$ cat src/rtl/core/mdmw_pkg.sv
// Shared types and constants of the mecanum drive mixer with command watchdog.
// Used by mdmw_watchdog and the top level under rtl/core; depends on nothing else.
package mdmw_pkg;

  localparam int AXIS_W     = 16;
  localparam int TTL_W      = 16;
  localparam int MASK_W     = 4;
  localparam int DEADBAND_W = 15;
  localparam int MODE_W     = 2;
  localparam int CFG_IDX_W  = 2;
  localparam int CFG_DATA_W = 16;
  localparam int PINS_W     = 8;

  localparam logic [MODE_W-1:0] MODE_DRIVE = 2'd0;
  localparam logic [MODE_W-1:0] MODE_TICK  = 2'd1;
  localparam logic [MODE_W-1:0] MODE_STOP  = 2'd2;

  localparam logic [CFG_IDX_W-1:0] CFG_DEFAULT_TTL = 2'd0;
  localparam logic [CFG_IDX_W-1:0] CFG_MAX_TTL     = 2'd1;
  localparam logic [CFG_IDX_W-1:0] CFG_REV_MASK    = 2'd2;
  localparam logic [CFG_IDX_W-1:0] CFG_DEADBAND    = 2'd3;

  localparam logic [TTL_W-1:0]      DEFAULT_TTL_RESET = 16'd300;
  localparam logic [TTL_W-1:0]      MAX_TTL_RESET     = 16'd1000;
  localparam logic [MASK_W-1:0]     REV_MASK_RESET    = 4'd10;
  localparam logic [DEADBAND_W-1:0] DEADBAND_RESET    = 15'd16;

  typedef struct packed {
    logic             drive;
    logic             tick;
    logic             stop;
    logic             cmd_active;
    logic [TTL_W-1:0] ttl_request;
  } wdg_req_t;

endpackage

$ cat src/rtl/core/mdmw_divider.sv
// Bit-serial restoring divider producing one quotient bit per cycle.
// Depends on nothing; the numerator's upper part must be below the divisor.
module mdmw_divider #(
  parameter int DEN_W = 17,
  parameter int Q_W   = 10
) (
  input  logic               clk,
  input  logic               rst_n,
  input  logic               start,
  input  logic [DEN_W+Q_W-1:0] num,
  input  logic [DEN_W-1:0]   den,
  output logic               done,
  output logic [Q_W-1:0]     quotient
);

  localparam int CNT_W = $clog2(Q_W);

  logic             busy_r;
  logic             done_r;
  logic [CNT_W-1:0] cnt_r;
  logic [DEN_W-1:0] rem_r;
  logic [DEN_W-1:0] den_r;
  logic [Q_W-1:0]   shift_r;
  logic [DEN_W:0]   trial;
  logic [DEN_W:0]   diff;
  logic             fits;

  always_comb begin
    trial = {rem_r, shift_r[Q_W-1]};
    diff  = trial - {1'b0, den_r};
    fits  = (trial >= {1'b0, den_r});
  end

  always_ff @(posedge clk) begin
    if (!rst_n) begin
      busy_r <= 1'b0;
      done_r <= 1'b0;
      cnt_r  <= '0;
    end else begin
      done_r <= 1'b0;
      if (start) begin
        busy_r  <= 1'b1;
        cnt_r   <= '0;
        rem_r   <= num[DEN_W+Q_W-1:Q_W];
        shift_r <= num[Q_W-1:0];
        den_r   <= den;
      end else if (busy_r) begin
        rem_r   <= fits ? diff[DEN_W-1:0] : trial[DEN_W-1:0];
        shift_r <= {shift_r[Q_W-2:0], fits};
        cnt_r   <= cnt_r + 1'b1;
        if (cnt_r == CNT_W'(Q_W - 1)) begin
          busy_r <= 1'b0;
          done_r <= 1'b1;
        end
      end
    end
  end

  assign done     = done_r;
  assign quotient = shift_r;

endmodule

$ cat src/rtl/core/mdmw_watchdog.sv
// Command lifetime, age counter and drive-active flag of the watchdog.
// Depends on mdmw_pkg for the request structure and reset constants.
module mdmw_watchdog #(
  parameter int AGE_BITS = 16
) (
  input  logic                      clk,
  input  logic                      rst_n,
  input  mdmw_pkg::wdg_req_t        req,
  input  logic [mdmw_pkg::TTL_W-1:0] default_ttl,
  input  logic [mdmw_pkg::TTL_W-1:0] max_ttl,
  output logic                      expire
);
  import mdmw_pkg::*;

  localparam int CW = (AGE_BITS > TTL_W) ? AGE_BITS : TTL_W;

  logic                active_r;
  logic [AGE_BITS-1:0] age_r;
  logic [TTL_W-1:0]    ttl_r;
  logic [AGE_BITS-1:0] age_inc;
  logic [TTL_W-1:0]    limit;
  logic [TTL_W-1:0]    ttl_sel;
  logic [TTL_W-1:0]    ttl_cap;

  always_comb begin
    age_inc = (age_r == '1) ? age_r : age_r + 1'b1;
    limit   = (ttl_r == '0) ? default_ttl : ttl_r;
    expire  = req.tick && active_r && (CW'(age_inc) > CW'(limit));
    ttl_sel = (req.ttl_request == '0) ? default_ttl : req.ttl_request;
    ttl_cap = (ttl_sel > max_ttl) ? max_ttl : ttl_sel;
  end

  always_ff @(posedge clk) begin
    if (!rst_n) begin
      active_r <= 1'b0;
      age_r    <= '0;
      ttl_r    <= DEFAULT_TTL_RESET;
    end else if (req.drive) begin
      active_r <= req.cmd_active;
      age_r    <= '0;
      ttl_r    <= ttl_cap;
    end else if (req.tick) begin
      age_r <= age_inc;
      if (expire) begin
        active_r <= 1'b0;
      end
    end else if (req.stop) begin
      active_r <= 1'b0;
      age_r    <= '0;
      ttl_r    <= default_ttl;
    end
  end

endmodule

$ cat src/rtl/core/mecanum_drive_mixer_watchdog.sv
// Mecanum drive mixer with command watchdog: top level, sequencer and registers.
// A drive command passes through S_DECODE and S_MAX, then S_PREP and S_DIV once per wheel
// on the bit-serial divider, and then S_DONE before the next transaction is taken.
// Ticks and stops pass through S_DECODE and S_DONE; a tick that does not expire gives no
// result; the next may be taken while a result waits at the output.
// Synchronous active-low reset restores register defaults and clears the watchdog.
module mecanum_drive_mixer_watchdog #(
  parameter int PWM_BITS       = 10,
  parameter int AXIS_FRAC_BITS = 14,
  parameter int AGE_BITS       = 16
) (
  input  logic                            clk,
  input  logic                            rst_n,
  input  logic                            cfg_we,
  input  logic [mdmw_pkg::CFG_IDX_W-1:0]  cfg_index,
  input  logic [mdmw_pkg::CFG_DATA_W-1:0] cfg_data,
  input  logic                            in_valid,
  output logic                            in_ready,
  input  logic [mdmw_pkg::MODE_W-1:0]     in_mode,
  input  logic signed [mdmw_pkg::AXIS_W-1:0] in_x_in,
  input  logic signed [mdmw_pkg::AXIS_W-1:0] in_y_in,
  input  logic signed [mdmw_pkg::AXIS_W-1:0] in_r_in,
  input  logic [mdmw_pkg::TTL_W-1:0]      in_ttl_request,
  output logic                            out_valid,
  input  logic                            out_ready,
  output logic [PWM_BITS-1:0]             out_duty_fl,
  output logic [PWM_BITS-1:0]             out_duty_fr,
  output logic [PWM_BITS-1:0]             out_duty_bl,
  output logic [PWM_BITS-1:0]             out_duty_br,
  output logic [mdmw_pkg::PINS_W-1:0]     out_bridge_pins,
  output logic                            out_active,
  output logic                            out_expired
);
  import mdmw_pkg::*;

  localparam int F      = AXIS_FRAC_BITS;
  localparam int P      = PWM_BITS;
  localparam int SW     = F + 3;
  localparam int MAG_W  = F + 2;
  localparam int EXT_W  = (F + 2 > AXIS_W) ? F + 2 : AXIS_W;
  localparam int CMP_W  = (MAG_W > DEADBAND_W) ? MAG_W : DEADBAND_W;
  localparam int DEN_W  = MAG_W + 1;
  localparam int NUM_W  = DEN_W + P;

  localparam logic signed [EXT_W-1:0] ONE_EXT     = EXT_W'(1) <<< F;
  localparam logic signed [EXT_W-1:0] NEG_ONE_EXT = -ONE_EXT;
  localparam logic [MAG_W-1:0]        ONE_MAG     = MAG_W'(1) << F;

  typedef enum logic [2:0] {
    S_IDLE, S_DECODE, S_MAX, S_PREP, S_DIV, S_DONE
  } state_t;

  function automatic logic signed [SW-1:0] clamp_axis(input logic signed [AXIS_W-1:0] v);
    logic signed [EXT_W-1:0] e;
    logic signed [EXT_W-1:0] c;
    e = EXT_W'(v);
    if (e > ONE_EXT) begin
      c = ONE_EXT;
    end else if (e < NEG_ONE_EXT) begin
      c = NEG_ONE_EXT;
    end else begin
      c = e;
    end
    return SW'(c);
  endfunction

  function automatic logic [MAG_W-1:0] mag_of(input logic signed [SW-1:0] v);
    logic signed [SW-1:0] n;
    n = v[SW-1] ? -v : v;
    return n[MAG_W-1:0];
  endfunction

  state_t state_r;

  logic [TTL_W-1:0]      default_ttl_r;
  logic [TTL_W-1:0]      max_ttl_r;
  logic [MASK_W-1:0]     rev_mask_r;
  logic [DEADBAND_W-1:0] deadband_r;

  logic [MODE_W-1:0]        mode_r;
  logic signed [AXIS_W-1:0] x_r;
  logic signed [AXIS_W-1:0] y_r;
  logic signed [AXIS_W-1:0] r_r;
  logic [TTL_W-1:0]         ttl_req_r;

  logic [MAG_W-1:0] mag_sr_r [4];
  logic             sign_sr_r [4];
  logic [P-1:0]     duty_sr_r [4];
  logic [PINS_W-1:0] pins_r;
  logic [MAG_W-1:0] denom_r;
  logic [1:0]       wheel_r;
  logic             res_active_r;
  logic             res_expired_r;

  logic             out_valid_r;
  logic [P-1:0]     out_duty_r [4];
  logic [PINS_W-1:0] out_pins_r;
  logic             out_active_r;
  logic             out_expired_r;

  logic signed [SW-1:0] xc;
  logic signed [SW-1:0] yc;
  logic signed [SW-1:0] rc;
  logic signed [SW-1:0] wheel [4];
  logic                 cmd_active;
  logic [MAG_W-1:0]     max01;
  logic [MAG_W-1:0]     max23;
  logic [MAG_W-1:0]     max_all;
  logic [NUM_W-1:0]     div_num;
  logic [DEN_W-1:0]     div_den;
  logic                 div_start;
  logic                 div_done;
  logic [P-1:0]         div_q;
  logic                 pin_a;
  logic                 out_free;
  wdg_req_t             wdg_req;
  logic                 wdg_expire;

  always_comb begin
    xc = clamp_axis(x_r);
    yc = clamp_axis(y_r);
    rc = clamp_axis(r_r);
    wheel[0] = yc + xc - rc;
    wheel[1] = yc - xc + rc;
    wheel[2] = yc - xc - rc;
    wheel[3] = yc + xc + rc;
    cmd_active = (CMP_W'(mag_of(xc)) > CMP_W'(deadband_r)) ||
                 (CMP_W'(mag_of(yc)) > CMP_W'(deadband_r)) ||
                 (CMP_W'(mag_of(rc)) > CMP_W'(deadband_r));

    max01   = (mag_sr_r[0] > mag_sr_r[1]) ? mag_sr_r[0] : mag_sr_r[1];
    max23   = (mag_sr_r[2] > mag_sr_r[3]) ? mag_sr_r[2] : mag_sr_r[3];
    max_all = (max01 > max23) ? max01 : max23;

    div_num = (NUM_W'(mag_sr_r[0]) << (P + 1)) - (NUM_W'(mag_sr_r[0]) << 1)
              + NUM_W'(denom_r);
    div_den   = {denom_r, 1'b0};
    div_start = (state_r == S_PREP);

    pin_a    = (!sign_sr_r[0]) != rev_mask_r[wheel_r];
    out_free = !out_valid_r || out_ready;

    wdg_req.drive       = (state_r == S_DECODE) && (mode_r == MODE_DRIVE);
    wdg_req.tick        = (state_r == S_DECODE) && (mode_r == MODE_TICK);
    wdg_req.stop        = (state_r == S_DECODE) && (mode_r == MODE_STOP);
    wdg_req.cmd_active  = cmd_active;
    wdg_req.ttl_request = ttl_req_r;
  end

  mdmw_divider #(
    .DEN_W (DEN_W),
    .Q_W   (P)
  ) u_divider (
    .clk      (clk),
    .rst_n    (rst_n),
    .start    (div_start),
    .num      (div_num),
    .den      (div_den),
    .done     (div_done),
    .quotient (div_q)
  );

  mdmw_watchdog #(
    .AGE_BITS (AGE_BITS)
  ) u_watchdog (
    .clk         (clk),
    .rst_n       (rst_n),
    .req         (wdg_req),
    .default_ttl (default_ttl_r),
    .max_ttl     (max_ttl_r),
    .expire      (wdg_expire)
  );

  always_ff @(posedge clk) begin
    if (!rst_n) begin
      state_r       <= S_IDLE;
      out_valid_r   <= 1'b0;
      default_ttl_r <= DEFAULT_TTL_RESET;
      max_ttl_r     <= MAX_TTL_RESET;
      rev_mask_r    <= REV_MASK_RESET;
      deadband_r    <= DEADBAND_RESET;
      wheel_r       <= '0;
    end else begin
      if (cfg_we) begin
        case (cfg_index)
          CFG_DEFAULT_TTL: default_ttl_r <= cfg_data[TTL_W-1:0];
          CFG_MAX_TTL:     max_ttl_r     <= cfg_data[TTL_W-1:0];
          CFG_REV_MASK:    rev_mask_r    <= cfg_data[MASK_W-1:0];
          CFG_DEADBAND:    deadband_r    <= cfg_data[DEADBAND_W-1:0];
          default: ;
        endcase
      end

      if (out_valid_r && out_ready) begin
        out_valid_r <= 1'b0;
      end

      case (state_r)
        S_IDLE: begin
          if (in_valid) begin
            mode_r    <= in_mode;
            x_r       <= in_x_in;
            y_r       <= in_y_in;
            r_r       <= in_r_in;
            ttl_req_r <= in_ttl_request;
            state_r   <= S_DECODE;
          end
        end
        S_DECODE: begin
          res_active_r  <= 1'b0;
          res_expired_r <= 1'b0;
          pins_r        <= '0;
          for (int i = 0; i < 4; i++) begin
            duty_sr_r[i] <= '0;
          end
          case (mode_r)
            MODE_DRIVE: begin
              for (int i = 0; i < 4; i++) begin
                mag_sr_r[i]  <= mag_of(wheel[i]);
                sign_sr_r[i] <= wheel[i][SW-1];
              end
              res_active_r <= cmd_active;
              state_r      <= S_MAX;
            end
            MODE_TICK: begin
              res_expired_r <= 1'b1;
              state_r       <= wdg_expire ? S_DONE : S_IDLE;
            end
            MODE_STOP: begin
              state_r <= S_DONE;
            end
            default: begin
              state_r <= S_IDLE;
            end
          endcase
        end
        S_MAX: begin
          denom_r <= (max_all > ONE_MAG) ? max_all : ONE_MAG;
          wheel_r <= '0;
          state_r <= S_PREP;
        end
        S_PREP: begin
          state_r <= S_DIV;
        end
        S_DIV: begin
          if (div_done) begin
            duty_sr_r[3] <= div_q;
            for (int i = 0; i < 3; i++) begin
              duty_sr_r[i]  <= duty_sr_r[i+1];
              mag_sr_r[i]   <= mag_sr_r[i+1];
              sign_sr_r[i]  <= sign_sr_r[i+1];
            end
            pins_r  <= {((div_q != '0) ? {!pin_a, pin_a} : 2'b00), pins_r[PINS_W-1:2]};
            wheel_r <= wheel_r + 1'b1;
            state_r <= (wheel_r == 2'd3) ? S_DONE : S_PREP;
          end
        end
        S_DONE: begin
          if (out_free) begin
            for (int i = 0; i < 4; i++) begin
              out_duty_r[i] <= duty_sr_r[i];
            end
            out_pins_r    <= pins_r;
            out_active_r  <= res_active_r;
            out_expired_r <= res_expired_r;
            out_valid_r   <= 1'b1;
            state_r       <= S_IDLE;
          end
        end
        default: begin
          state_r <= S_IDLE;
        end
      endcase
    end
  end

  assign in_ready        = (state_r == S_IDLE);
  assign out_valid       = out_valid_r;
  assign out_duty_fl     = out_duty_r[0];
  assign out_duty_fr     = out_duty_r[1];
  assign out_duty_bl     = out_duty_r[2];
  assign out_duty_br     = out_duty_r[3];
  assign out_bridge_pins = out_pins_r;
  assign out_active      = out_active_r;
  assign out_expired     = out_expired_r;

  a_expire_reaches_output : assert property (@(posedge clk) disable iff (!rst_n)
    wdg_expire |=> (state_r == S_DONE))
    else $error("watchdog expiry did not lead to a result");

  a_expired_is_zero : assert property (@(posedge clk) disable iff (!rst_n)
    (out_valid && out_expired) |-> (!out_active && (out_bridge_pins == '0) &&
      (out_duty_fl == '0) && (out_duty_fr == '0) && (out_duty_bl == '0) &&
      (out_duty_br == '0)))
    else $error("expiry transaction carries drive levels");

  a_pins_not_shorted : assert property (@(posedge clk) disable iff (!rst_n)
    out_valid |-> ((out_bridge_pins & (out_bridge_pins >> 1) & 8'h55) == 8'h00))
    else $error("both bridge pins of a wheel driven high");

  a_no_accept_while_dividing : assert property (@(posedge clk) disable iff (!rst_n)
    div_done |-> !in_ready)
    else $error("divider finished while the sequencer was idle");

endmodule
$ cat config.mk
export PLATFORM = sky130hd
export DESIGN_NAME = mecanum_drive_mixer_watchdog
export DESIGN_NICKNAME = d
export VERILOG_FILES = /design/src/rtl/core/mdmw_pkg.sv /design/src/rtl/core/mdmw_divider.sv /design/src/rtl/core/mdmw_watchdog.sv /design/src/rtl/core/mecanum_drive_mixer_watchdog.sv
export SDC_FILE = /design/constraint.sdc
export NUM_CORES = 1
export LEC_CHECK = 0
export CAP_MARGIN = 20
export CORE_MARGIN = 2
export CORE_UTILIZATION = 29
export DETAILED_ROUTE_END_ITERATION = 8
export DONT_BUFFER_PORTS = 1
export SLEW_MARGIN = 5
export SYNTH_ARGS = -nofsm -noshare
export SYNTH_HDL_FRONTEND = slang
export SYNTH_SLANG_ARGS = --single-unit
$ cat constraint.sdc
create_clock -name clk -period 16.85 [get_ports clk]
set_input_delay 3.37 -clock clk [delete_from_list [all_inputs] [get_ports clk]]
set_output_delay 3.37 -clock clk [all_outputs]
set_load 0.005 [all_outputs]
After elaboration in Yosys (flattened, before gate mapping)
Memory sizes are Yosys's and may differ from the RTL's.
Index checks and enable logic that the tools add are counted.
{"block": "word_totals", "reg_bits": 241, "ramBits": 148, "input_bits": 89, "wordCells": 222, "memories": 4}
{"block": "op_classes", "add_sub_neg": 19, "magnitude_cmp": 17, "eq_ne": 19, "muxes": 81, "bitwise_logic": 12, "reduce_logical": 42}
{"memory": "mag_sr_r", "depth": 4, "width": 16, "read_ports": 4, "rd_clocked_by_memory_dff": 0, "write_ports": 4, "line_no": "mecanum_drive_mixer_watchdog.sv:86", "text": "logic [MAG_W-1:0] mag_sr_r [4];"}
{"memory": "duty_sr_r", "depth": 4, "width": 10, "read_ports": 4, "rd_clocked_by_memory_dff": 0, "write_ports": 4, "line_no": "mecanum_drive_mixer_watchdog.sv:88", "text": "logic [P-1:0] duty_sr_r [4];"}
{"memory": "out_duty_r", "depth": 4, "width": 10, "read_ports": 4, "rd_clocked_by_memory_dff": 0, "write_ports": 4, "line_no": "mecanum_drive_mixer_watchdog.sv:96", "text": "logic [P-1:0] out_duty_r [4];"}
{"memory": "sign_sr_r", "depth": 4, "width": 1, "read_ports": 4, "rd_clocked_by_memory_dff": 0, "write_ports": 4, "line_no": "mecanum_drive_mixer_watchdog.sv:87", "text": "logic sign_sr_r [4];"}
{"cell": "16-bit 2-to-1 mux", "count": 28}
{"cell": "16-bit negation", "count": 7}
{"cell": "16-bit greater-than comparator", "count": 5}
{"cell": "10-bit 2-to-1 mux", "count": 6}
{"cell": "17-bit 2-to-1 mux", "count": 3}
{"cell": "16-bit by 15-bit greater-than comparator with 1-bit output", "count": 3}
{"cell": "16-bit greater-than comparator, second input constant", "count": 3}
{"cell": "16-bit by 15-bit less-than comparator with 1-bit output, second input constant", "count": 3}
{"cell": "17-bit by 16-bit adder with 17-bit output", "count": 2}
{"cell": "17-bit by 16-bit subtractor with 17-bit output", "count": 2}
{"cell": "16-bit logical NOT", "count": 2}
{"cell": "1-bit 2-to-1 mux", "count": 31}
{"cell": "27-bit by 16-bit adder with 27-bit output", "count": 1}
{"cell": "27-bit by 17-bit subtractor with 27-bit output", "count": 1}
{"cell": "2-bit AND reduction", "count": 11}
{"cell": "18-bit by 17-bit greater-or-equal comparator with 1-bit output", "count": 1}
{"cell": "3-bit case mux with 6 select lines", "count": 1}
{"cell": "16-bit by 16-bit adder with 17-bit output", "count": 1}
{"cell": "16-bit by 16-bit subtractor with 17-bit output", "count": 1}
{"cell": "17-bit subtractor", "count": 1}
{"cell": "16-bit by 1-bit adder with 16-bit output, second input constant", "count": 1}
{"cell": "16-bit == test, second input constant", "count": 1}
{"cell": "16-bit by 15-bit greater-than comparator with 1-bit output, second input constant", "count": 1}
{"cell": "8-bit case mux with 2 select lines", "count": 1}
{"cell": "other kinds (32)", "count": 73}

Depth between registers and ports, before layout
Gate-level depths: netlist (run 1).
{"block": "depth", "ltp_word": 9, "mapped_depth": 32, "mapped_depth_nobuf": 29}

By module
Synthesis (run 1) repeated with hierarchy kept, for this count alone.
{"block": "unflattened", "cells_unflattened": 3111, "hier_area_um2": 28703.8}
{"mod": "mecanum_drive_mixer_watchdog", "n_inst": 1, "cells_per_inst": 2454, "area_per_inst_um2": 22631.7, "seq_area_each_um2": 8648.3}
{"mod": "mdmw_divider", "n_inst": 1, "cells_per_inst": 279, "area_per_inst_um2": 3056.7, "seq_area_each_um2": 1441.4}
{"mod": "mdmw_watchdog", "n_inst": 1, "cells_per_inst": 378, "area_per_inst_um2": 3015.4, "seq_area_each_um2": 660.6}

Least setup slack after synthesis (run 1)
OpenSTA, ideal clock, no wires.
{"block": "synth_path", "kind": "register to register", "startpoint": "register x_r[0]", "endpoint": "memory mag_sr_r[2][5] (netlist name), data pin", "setup_time_ps": 270, "arrival_ps": 6505, "setup_slack_ps": 10074, "path_stages_with_launch": 29, "n_path_buf": 3, "synth_period_minus_slack_ps": 6776, "path_cell_list": "edfxtp_1 > or4_4 > nor4_4 > nand3b_2 > or4_4 > a21oi_4 > clkbuf_1 > nand2_1 > ha_1 > nor2b_1 > o21ai_0 > a21boi_0 > o21ai_0 > a21oi_1 > o2111a_1 > nor3_1 > xnor2_1 > ha_1 > clkbuf_1 > o211ai_1 > a31o_2 > a21oi_1 > a21boi_0 > o31ai_1 > xor2_1 > buf_4 > nor2_1 > xnor2_1 > a21oi_1"}
{"item": "start: declaration", "line_no": "mecanum_drive_mixer_watchdog.sv:81", "text": "logic signed [AXIS_W-1:0] x_r;"}
{"item": "start signal: assignment", "line_no": "mecanum_drive_mixer_watchdog.sv:202", "text": "x_r <= in_x_in;"}
{"item": "end: declaration", "line_no": "mecanum_drive_mixer_watchdog.sv:86"}

==> results of run 1 <==
## cell usage after synthesis, drive strengths merged (27+ instances only)
| cell | instances | area, um2 |
|---|---|---|
| mux2i | 36 | 360 |
| a21boi | 45 | 338 |
| nand2b | 29 | 181 |
| nand4 | 41 | 257 |
| dfxtp | 96 | 1920 |
| inv | 221 | 830 |
| xor2 | 67 | 587 |
| nor3 | 59 | 295 |
| nor2 | 228 | 856 |
| ha | 281 | 3520 |
| a21o | 77 | 578 |
| a31oi | 37 | 238 |
| nand2 | 315 | 1180 |
| xnor2 | 150 | 1330 |
| edfxtp | 293 | 8800 |
| nand3 | 49 | 245 |
| clkbuf | 104 | 390 |
| o21a | 36 | 270 |
| nor4 | 39 | 259 |
| and2 | 70 | 439 |
| a21oi | 178 | 906 |
| nor2b | 47 | 294 |
| o21ai | 170 | 851 |
| a211oi | 27 | 203 |
| o211ai | 29 | 223 |
## layer usage
layer / track usage / up-vias
li1: - / 10700
met1: 0.210 / 10200
met2: 0.240 / 620
met3: 0.0226 / 123
met4: 0.0517 / 2
met5: 0 / -
## power groups by stage
stage / Sequential [uW] / Clock (uW) / Combinational [uW]
finish: 1150 / 891 / 1050
global route: 1150 / 945 / 1160
CTS: 1150 / 915 / 1040
detailed placement: 1170 / 0 / 1040
global placement: 1170 / 0 / 1020
floorplan: 1150 / 0 / 801
## per-stage QoR
stage	cell area [um2]	std cells
floorplan	27700	3007
global placement	29000	4165
CTS	30300	4238
global route	30400	4243
finish	30400	4243
detailed placement	29000	4165
## registers in the layout, summed over array words and instances (netlist names), 17 cells and up
name             count
mag_sr_r            64
duty_sr_r           40
out_duty_r          40
u_divider.rem_r     17
## cells by family (layout without fill, tap and decap cells)
family                   Yosys count  after routing  share of synthesized area
AND/OR/NAND/NOR                  979            979                      0.171
AO/OA/AOI/OAI                    742            742                      0.174
flip-flops                       389            389                      0.386
buffers and inverters            344            314                     0.0476
adder cells (fa/ha/maj)          294            294                      0.136
XOR/XNOR                         217            217                     0.0690
multiplexers                      42             42                     0.0158
other                              0              1                          0
## layout make-up
cell class / count / area share
diodes: 1 / 0.0000824
clock buffers: 52 / 0.0368
clock inverters: 21 / 0.00659
inverters: 221 / 0.0273
multi-input cells: 2274 / 0.519
flip-flops and latches: 389 / 0.353
well taps: 1265 / 0.0521
repair buffers: 20 / 0.00536
## worst max-delay path, stage by stage, from the launching register on
cell      delay [ns]
edfxtp_1        0.48
or4_4           0.59
nor4_4          0.22
nand3b_2        0.18
or4_4           0.48
a21oi_4         0.37
nand2_1         0.25
ha_1            0.36
nor2b_1         0.13
o21ai_0         0.28
a21boi_0        0.18
o21ai_0         0.21
a21oi_1         0.14
nor2_1          0.11
nor2_1          0.05
nor2_1          0.12
xnor2_1         0.11
ha_1            0.54
nor2b_1         0.12
or4_1           0.48
nand3b_1        0.27
a21oi_1         0.26
xnor2_1         0.23
nor4b_1         0.45
nand3_1         0.20
o31ai_1         0.27
xnor2_1         0.17
a21oi_1         0.09
## final timing paths
check | from | to | slack, ns | cells after the start
worst min-delay path | pins_r[0] | out_bridge_pins[0] | 0.42 | 0
worst min register to register | pins_r[0] | out_bridge_pins[0] | 0.42 | 0
worst max-delay path | x_r[1] | mag_sr_r[1][15] | 9.21 | 27
worst max register to register | x_r[1] | mag_sr_r[1][15] | 9.21 | 27
==> qor.yml, run 1 <==
floorplanning:
  core_um2: 94900
  fp.dieH_um: 313
  io_pins: 141
  initial_core_util: 0.292
  fp-row-count: 113
  die-area_um2: 98200
  die_x_um: 313
timing:
  hold_viol: 0
  clock.fmax_ghz: 0.131
  worst_pin_slew_ns: 1.04
  maxSlewHeadroom: 0.304
  fin_ws_ns: 9.21
  rsz0062_at_grt: "false"
  min_period_ns: 7.64
  whs_ns: 0.419
  setup_viol: 0
  finalSetupTns_ns: 0
  post-route-period-util: 0.453
  drv_slew: 0
  clock_skew_ns: 0.0220
cts:
  cts-resized-gates: 0
  cts_sinks: 389
  clk_pin_slew_ns: 0.06
  cts_tree: "yes"
  cts_buffers: 41
  clockBufferDepth: 3
  cts-root-buf: "clkbuf_16"
  cts-hold-fix-buffers: 0
  clock_latency_ns: 0.58
  post_cts_buffers: 0
  ctsHtreeMaxLevel: 2
routing:
  post-route-drc-count: 0
  wl_met1_um: 35500
  wl_per_cell_um: 18.0
  viasPerCell: 5.09
  maxUsedRoutingLayer: "met5"
  ant_nets: 0
  wl_um: 76300
  drt_pass1_iterations: 5
  drtIter0Drc: 1732
  vias: 21600
  dr_wl_met2_um: 33900
  wl_met3_um: 4370
placement:
  dpl_worst_slack_ns: 9.26
  io_buffers: 0
  dpl.hpwl_um: 60400
  place_congestion: 0.964
pwr:
  p_leak_uw: 0.0121
  irDropWorstVdd_v: 0.0000898
  cellInternalPower_uw: 2030
  pwr-share-clk: 0.288
  p_sw_uw: 1060
  seqPwrFrac: 0.371
  pwr-share-comb: 0.341
  switching_share: 0.343
  total_power_uw: 3090
  p_per_area_nw_per_um2: 102
layout:
  syn_to_final_growth_pct: 9.47
  fin_util: 0.320
  final_common_cell: "nand2_1"
  n_fill_cell: 9802
  multi_input_area_um2: 15800
  layout_common_cells: "nand2_1, edfxtp_1, ha_1, nor2_1, inv_1"
  seq_area_um2: 10700
  layout.nets: 3330
  drive_gt1_frac: 0.0423
flow_run:
  max_cap_violations: 0
setup_path:
  crit_path_max_fanout: 19
  worstPathArrival_ns: 7.92
  critical_path_class: "flip-flop to flip-flop"
  critical_path.startpoint_type: "flip-flop"
  cp.required_ns: 17.13
  setup.worst_path.end_class: "flip-flop"
outcome:
  status: "finished clean"
synthesis:
  ys_warn_count: 0
  synth-edff-count: 293
  synth-main-ff-cell: "edfxtp_1"
  syn_inst: 3007
  synth-seq-area-share: 0.386
  synthesis.nets: 3390
  avgSynthCellArea_um2: 9.23
  synth_area_um2: 27700
  ys_ff_latch: 389
  synth_cell_types: 87
  ys_async_sr_fraction: 0
grt:
  grt_pass1_wl_um: 118000
  overflow: 0
  antenna_found_initial: 4
  grt_pass1_vias: 20300
  track_usage: 0.151
  grt_start_max_net_pins: 86
worst_hold_path:
  hold_path.class: "flip-flop to flip-flop"
No activity file was read; power rests on OpenSTA's default activity.
==> inputs of run 2 (changes only) <==
Settings changed: ABC_AREA set to 1.
Clock period 16.85 ns to 7.23 ns, I/O delays scaled along.
==> run 2 against run 1 <==
  * Die area up 3.9%
  * Via count up 12%
  * Utilization down 0.074 points
  * Register-to-register slack worse by 8.1 ns
  * Global-route usage up 0.13 points
  * Critical path depth up 3
  * Clock power up 140%
  * Cell count up 18%
  * Area after synthesis up 4.0%
  * Hold slack worse by 0.0018 ns
  * Sequential cell count unchanged
  * Critical path type unchanged
  * Critical endpoint is now mag_sr_r[2][10]
  * Highest routed layer unchanged
==> qor.yml, run 2 <==
routing:
  post-route-drc-count: 0  # unchanged
  wl_um: 79400  # +4.1%
  drt_pass1_iterations: 8  # +3
  wl_per_cell_um: 15.9  # -12%
  viasPerCell: 4.84  # -4.9%
  vias: 24200  # +12%
  ant_nets: 0  # unchanged
  drtIter0Drc: 1702  # -1.7%
timing:
  setup_viol: 0  # unchanged
  clock.fmax_ghz: 0.163  # +25%
  clock_skew_ns: 0.0226  # +0.000549 ns
  drv_slew: 0  # unchanged
  worst_pin_slew_ns: 1.03  # -0.00444 ns
  rsz0062_at_grt: "false"
  finalSetupTns_ns: 0  # unchanged
  hold_viol: 0  # unchanged
  post-route-period-util: 0.846  # +0.393
  min_period_ns: 6.12  # -1.52 ns
  maxSlewHeadroom: 0.311  # +0.00661
grt:
  met3_usage: 0.0232  # +0.000614
  antenna_found_initial: 2  # -2
  grt_start_max_net_pins: 96  # +12%
  grt_pass1_vias: 22800  # +12%
  met2_usage: 0.247  # +0.00740
  track_usage: 0.153  # +0.00134
  overflow: 0  # unchanged
  grt_pass1_wl_um: 125000  # +6.1%
  grt.busiest_layer: "met2"
  grt_util_met1: 0.205  # -0.00553
setup_path:
  worstSetupStartpoint: "x_r[4]"
  crit_top_cell: "nand2_1"
  critical_path.startpoint_type: "flip-flop"
  setup.worst_path.end_class: "flip-flop"
  critical_path_class: "flip-flop to flip-flop"
  crit_path_top_delay_cell: "inv_1"
  crit_path_max_fanout: 21  # +2
  rr_startpoint: "x_r[4]"
  regToRegSetupSlack_ns: 1.11  # -8.10 ns
  max_stage_delay_ns: 0.51  # -0.08 ns
  worstRegToRegCells: 30  # +11%
  reg2reg_to: "mag_sr_r[2][10]"
  crit_end: "mag_sr_r[2][10]"
  worstPathArrival_ns: 6.44  # -1.48 ns
  cp.required_ns: 7.55  # -9.58 ns
synthesis:
  avgSynthCellArea_um2: 7.77  # -16%
  ys_ff_latch: 389  # unchanged
  synth-main-ff-cell: "edfxtp_1"
  synth-seq-area-share: 0.372  # -0.0149
  yosysMostFrequentCell: "nand2_1"
  ys_async_sr_fraction: 0  # unchanged
  syn_inst: 3715  # +24%
  synthesis.nets: 4098  # +21%
  synth_area_um2: 28900  # +4.0%
  synth.largest_area_cell: "edfxtp_1"
  synth_cell_types: 63  # -28%
  ys_warn_count: 0  # unchanged
  synthTopCellsByCount: "nand2_1, inv_1, nor2_1, a21oi_1, edfxtp_1"
  synth-edff-count: 293  # unchanged
  synth_top_area_frac: 0.305  # -0.0122
  synth_area_leaders: "edfxtp_1, ha_1, nand2_1"
flow_run:
  max_cap_violations: 0  # unchanged
layout:
  largestRegisters: "mag_sr_r (64), duty_sr_r (40), out_duty_r (40)"
  largest_reg_flops: 64  # unchanged
  layout.nets: 4056  # +22%
  final_common_cell: "nand2_1"
  drive_gt1_frac: 0.0424  # +0.0000507
  syn_to_final_growth_pct: 9.10
  largest_register: "mag_sr_r"
  layout_common_cells: "nand2_1, inv_1, nor2_1, a21oi_1, edfxtp_1"
cts:
  cts-resized-gates: 0  # unchanged
  cts-root-buf: "clkbuf_16"
  post_cts_buffers: 0  # unchanged
  cts-hold-fix-buffers: 0  # unchanged
  clk_pin_slew_ns: 0.06  # about the same
  cts_buffers: 43  # +4.9%
  clock_latency_ns: 0.58  # about the same
  clockBufferDepth: 3  # unchanged
  cts_sinks: 389  # unchanged
  ctsHtreeMaxLevel: 2  # unchanged
  cts_tree: "yes"
placement:
  dpl.hpwl_um: 63300  # +4.8%
  place_congestion: 0.927  # -3.8%
  io_buffers: 0  # unchanged
floorplanning:
  io_pins: 141  # unchanged
  die-area_um2: 102000  # +3.9%
  die_x_um: 319  # +2.0%
  fp-row-count: 115  # +1.8%
  initial_core_util: 0.293  # +0.000300
  core_um2: 98600  # +3.9%
  fp.dieH_um: 319  # +2.0%
pwr:
  irDropWorstVdd_v: 0.000201  # +120%
  total_power_uw: 7450  # +140%
  p_per_area_nw_per_um2: 237  # +130%
  p_leak_uw: 0.0142  # +17%
worst_hold_path:
  hold_path.class: "flip-flop to flip-flop"
outcome:
  status: "finished clean"
-- run 2: cell count changes after synthesis, moves of 58 or more --
cell	delta
nor2_1	+110
a21o_1	-63
inv_1	+298
nand2_1	+449
xnor2_1	-125
xor2_1	+58
nand3_1	+232
a21oi_1	+135
-- run 2: cells by family (layout without fill, tap and decap cells) --
| kind of cell | after synthesis | in the layout | share of synthesized area |
|---|---|---|---|
| flops | 389 | 389 | 0.372 |
| compound gates | 662 | 662 | 0.127 |
| simple gates | 1578 | 1578 | 0.235 |
| mux | 1 | 1 | 0.000347 |
| other cells | 0 | 1 | 0 |
| buf+inv | 639 | 629 | 0.0876 |
| fa+ha+maj | 294 | 294 | 0.131 |
| xor+xnor | 152 | 152 | 0.0472 |
-- run 2: layer usage --
layer,vias up,share of wire
met4,2,0.038
met3,148,0.051
met5,-,0.00016
li1,12300,-
met2,611,0.44
met1,11100,0.47
-- run 2: how the worst min path moves through the flow --
stage	from	to	cells after the start
floorplan	res_active_r	out_active	0
finish	duty_sr_r[0][4]	out_duty_r[0][4]	0
CTS	duty_sr_r[0][9]	out_duty_r[0][9]	0
global placement	duty_sr_r[0][5]	out_duty_r[0][5]	0
detailed placement	duty_sr_r[0][4]	out_duty_r[0][4]	0
global route	pins_r[0]	out_bridge_pins[0]	0
-- run 2: stage by stage --
stage                     std cells  hold WS, ns  cell area (um2)  setup WS (ns)   util
after global routing           4992        0.425            31500          0.456  0.319
after floorplan                3715        0.400            28900           2.01      -
after global placement         4914        0.402            30100           1.28  0.306
after detailed placement       4914        0.406            30100           1.12  0.306
after CTS                      4991        0.423            31500           1.09  0.319
final                          4993        0.417            31500           1.11  0.319
-- run 2: area by class of cell --
class | count | area [um2]
multi-input combinational | 2687 | 15700
timing repair buffer | 17 | 148
clock buffer | 49 | 1100
fill | 10400 | 67100
clock inverter | 28 | 238
tap | 1287 | 1610
inverter | 535 | 2010
sequential | 389 | 10700
antenna | 1 | 2.50
-- run 2: critical path, delay by kind of cell, from the launching register on --
kind | cells | cell delay (ns)
buf+inv | 4 | 0.81
compound gates | 8 | 1.64
xor+xnor | 1 | 0.21
flops | 1 | 0.39
simple gates | 15 | 1.96
fa+ha+maj | 2 | 0.84
-- run 2: report_power, final --
group          switching, uW  internal [uW]  leakage, uW  total, uW
clock                    930           1200     0.000645       2130
sequential              58.3           2580      0.00346       2640
combinational           1800            871       0.0101       2670
total                   2790           4660       0.0142       7450
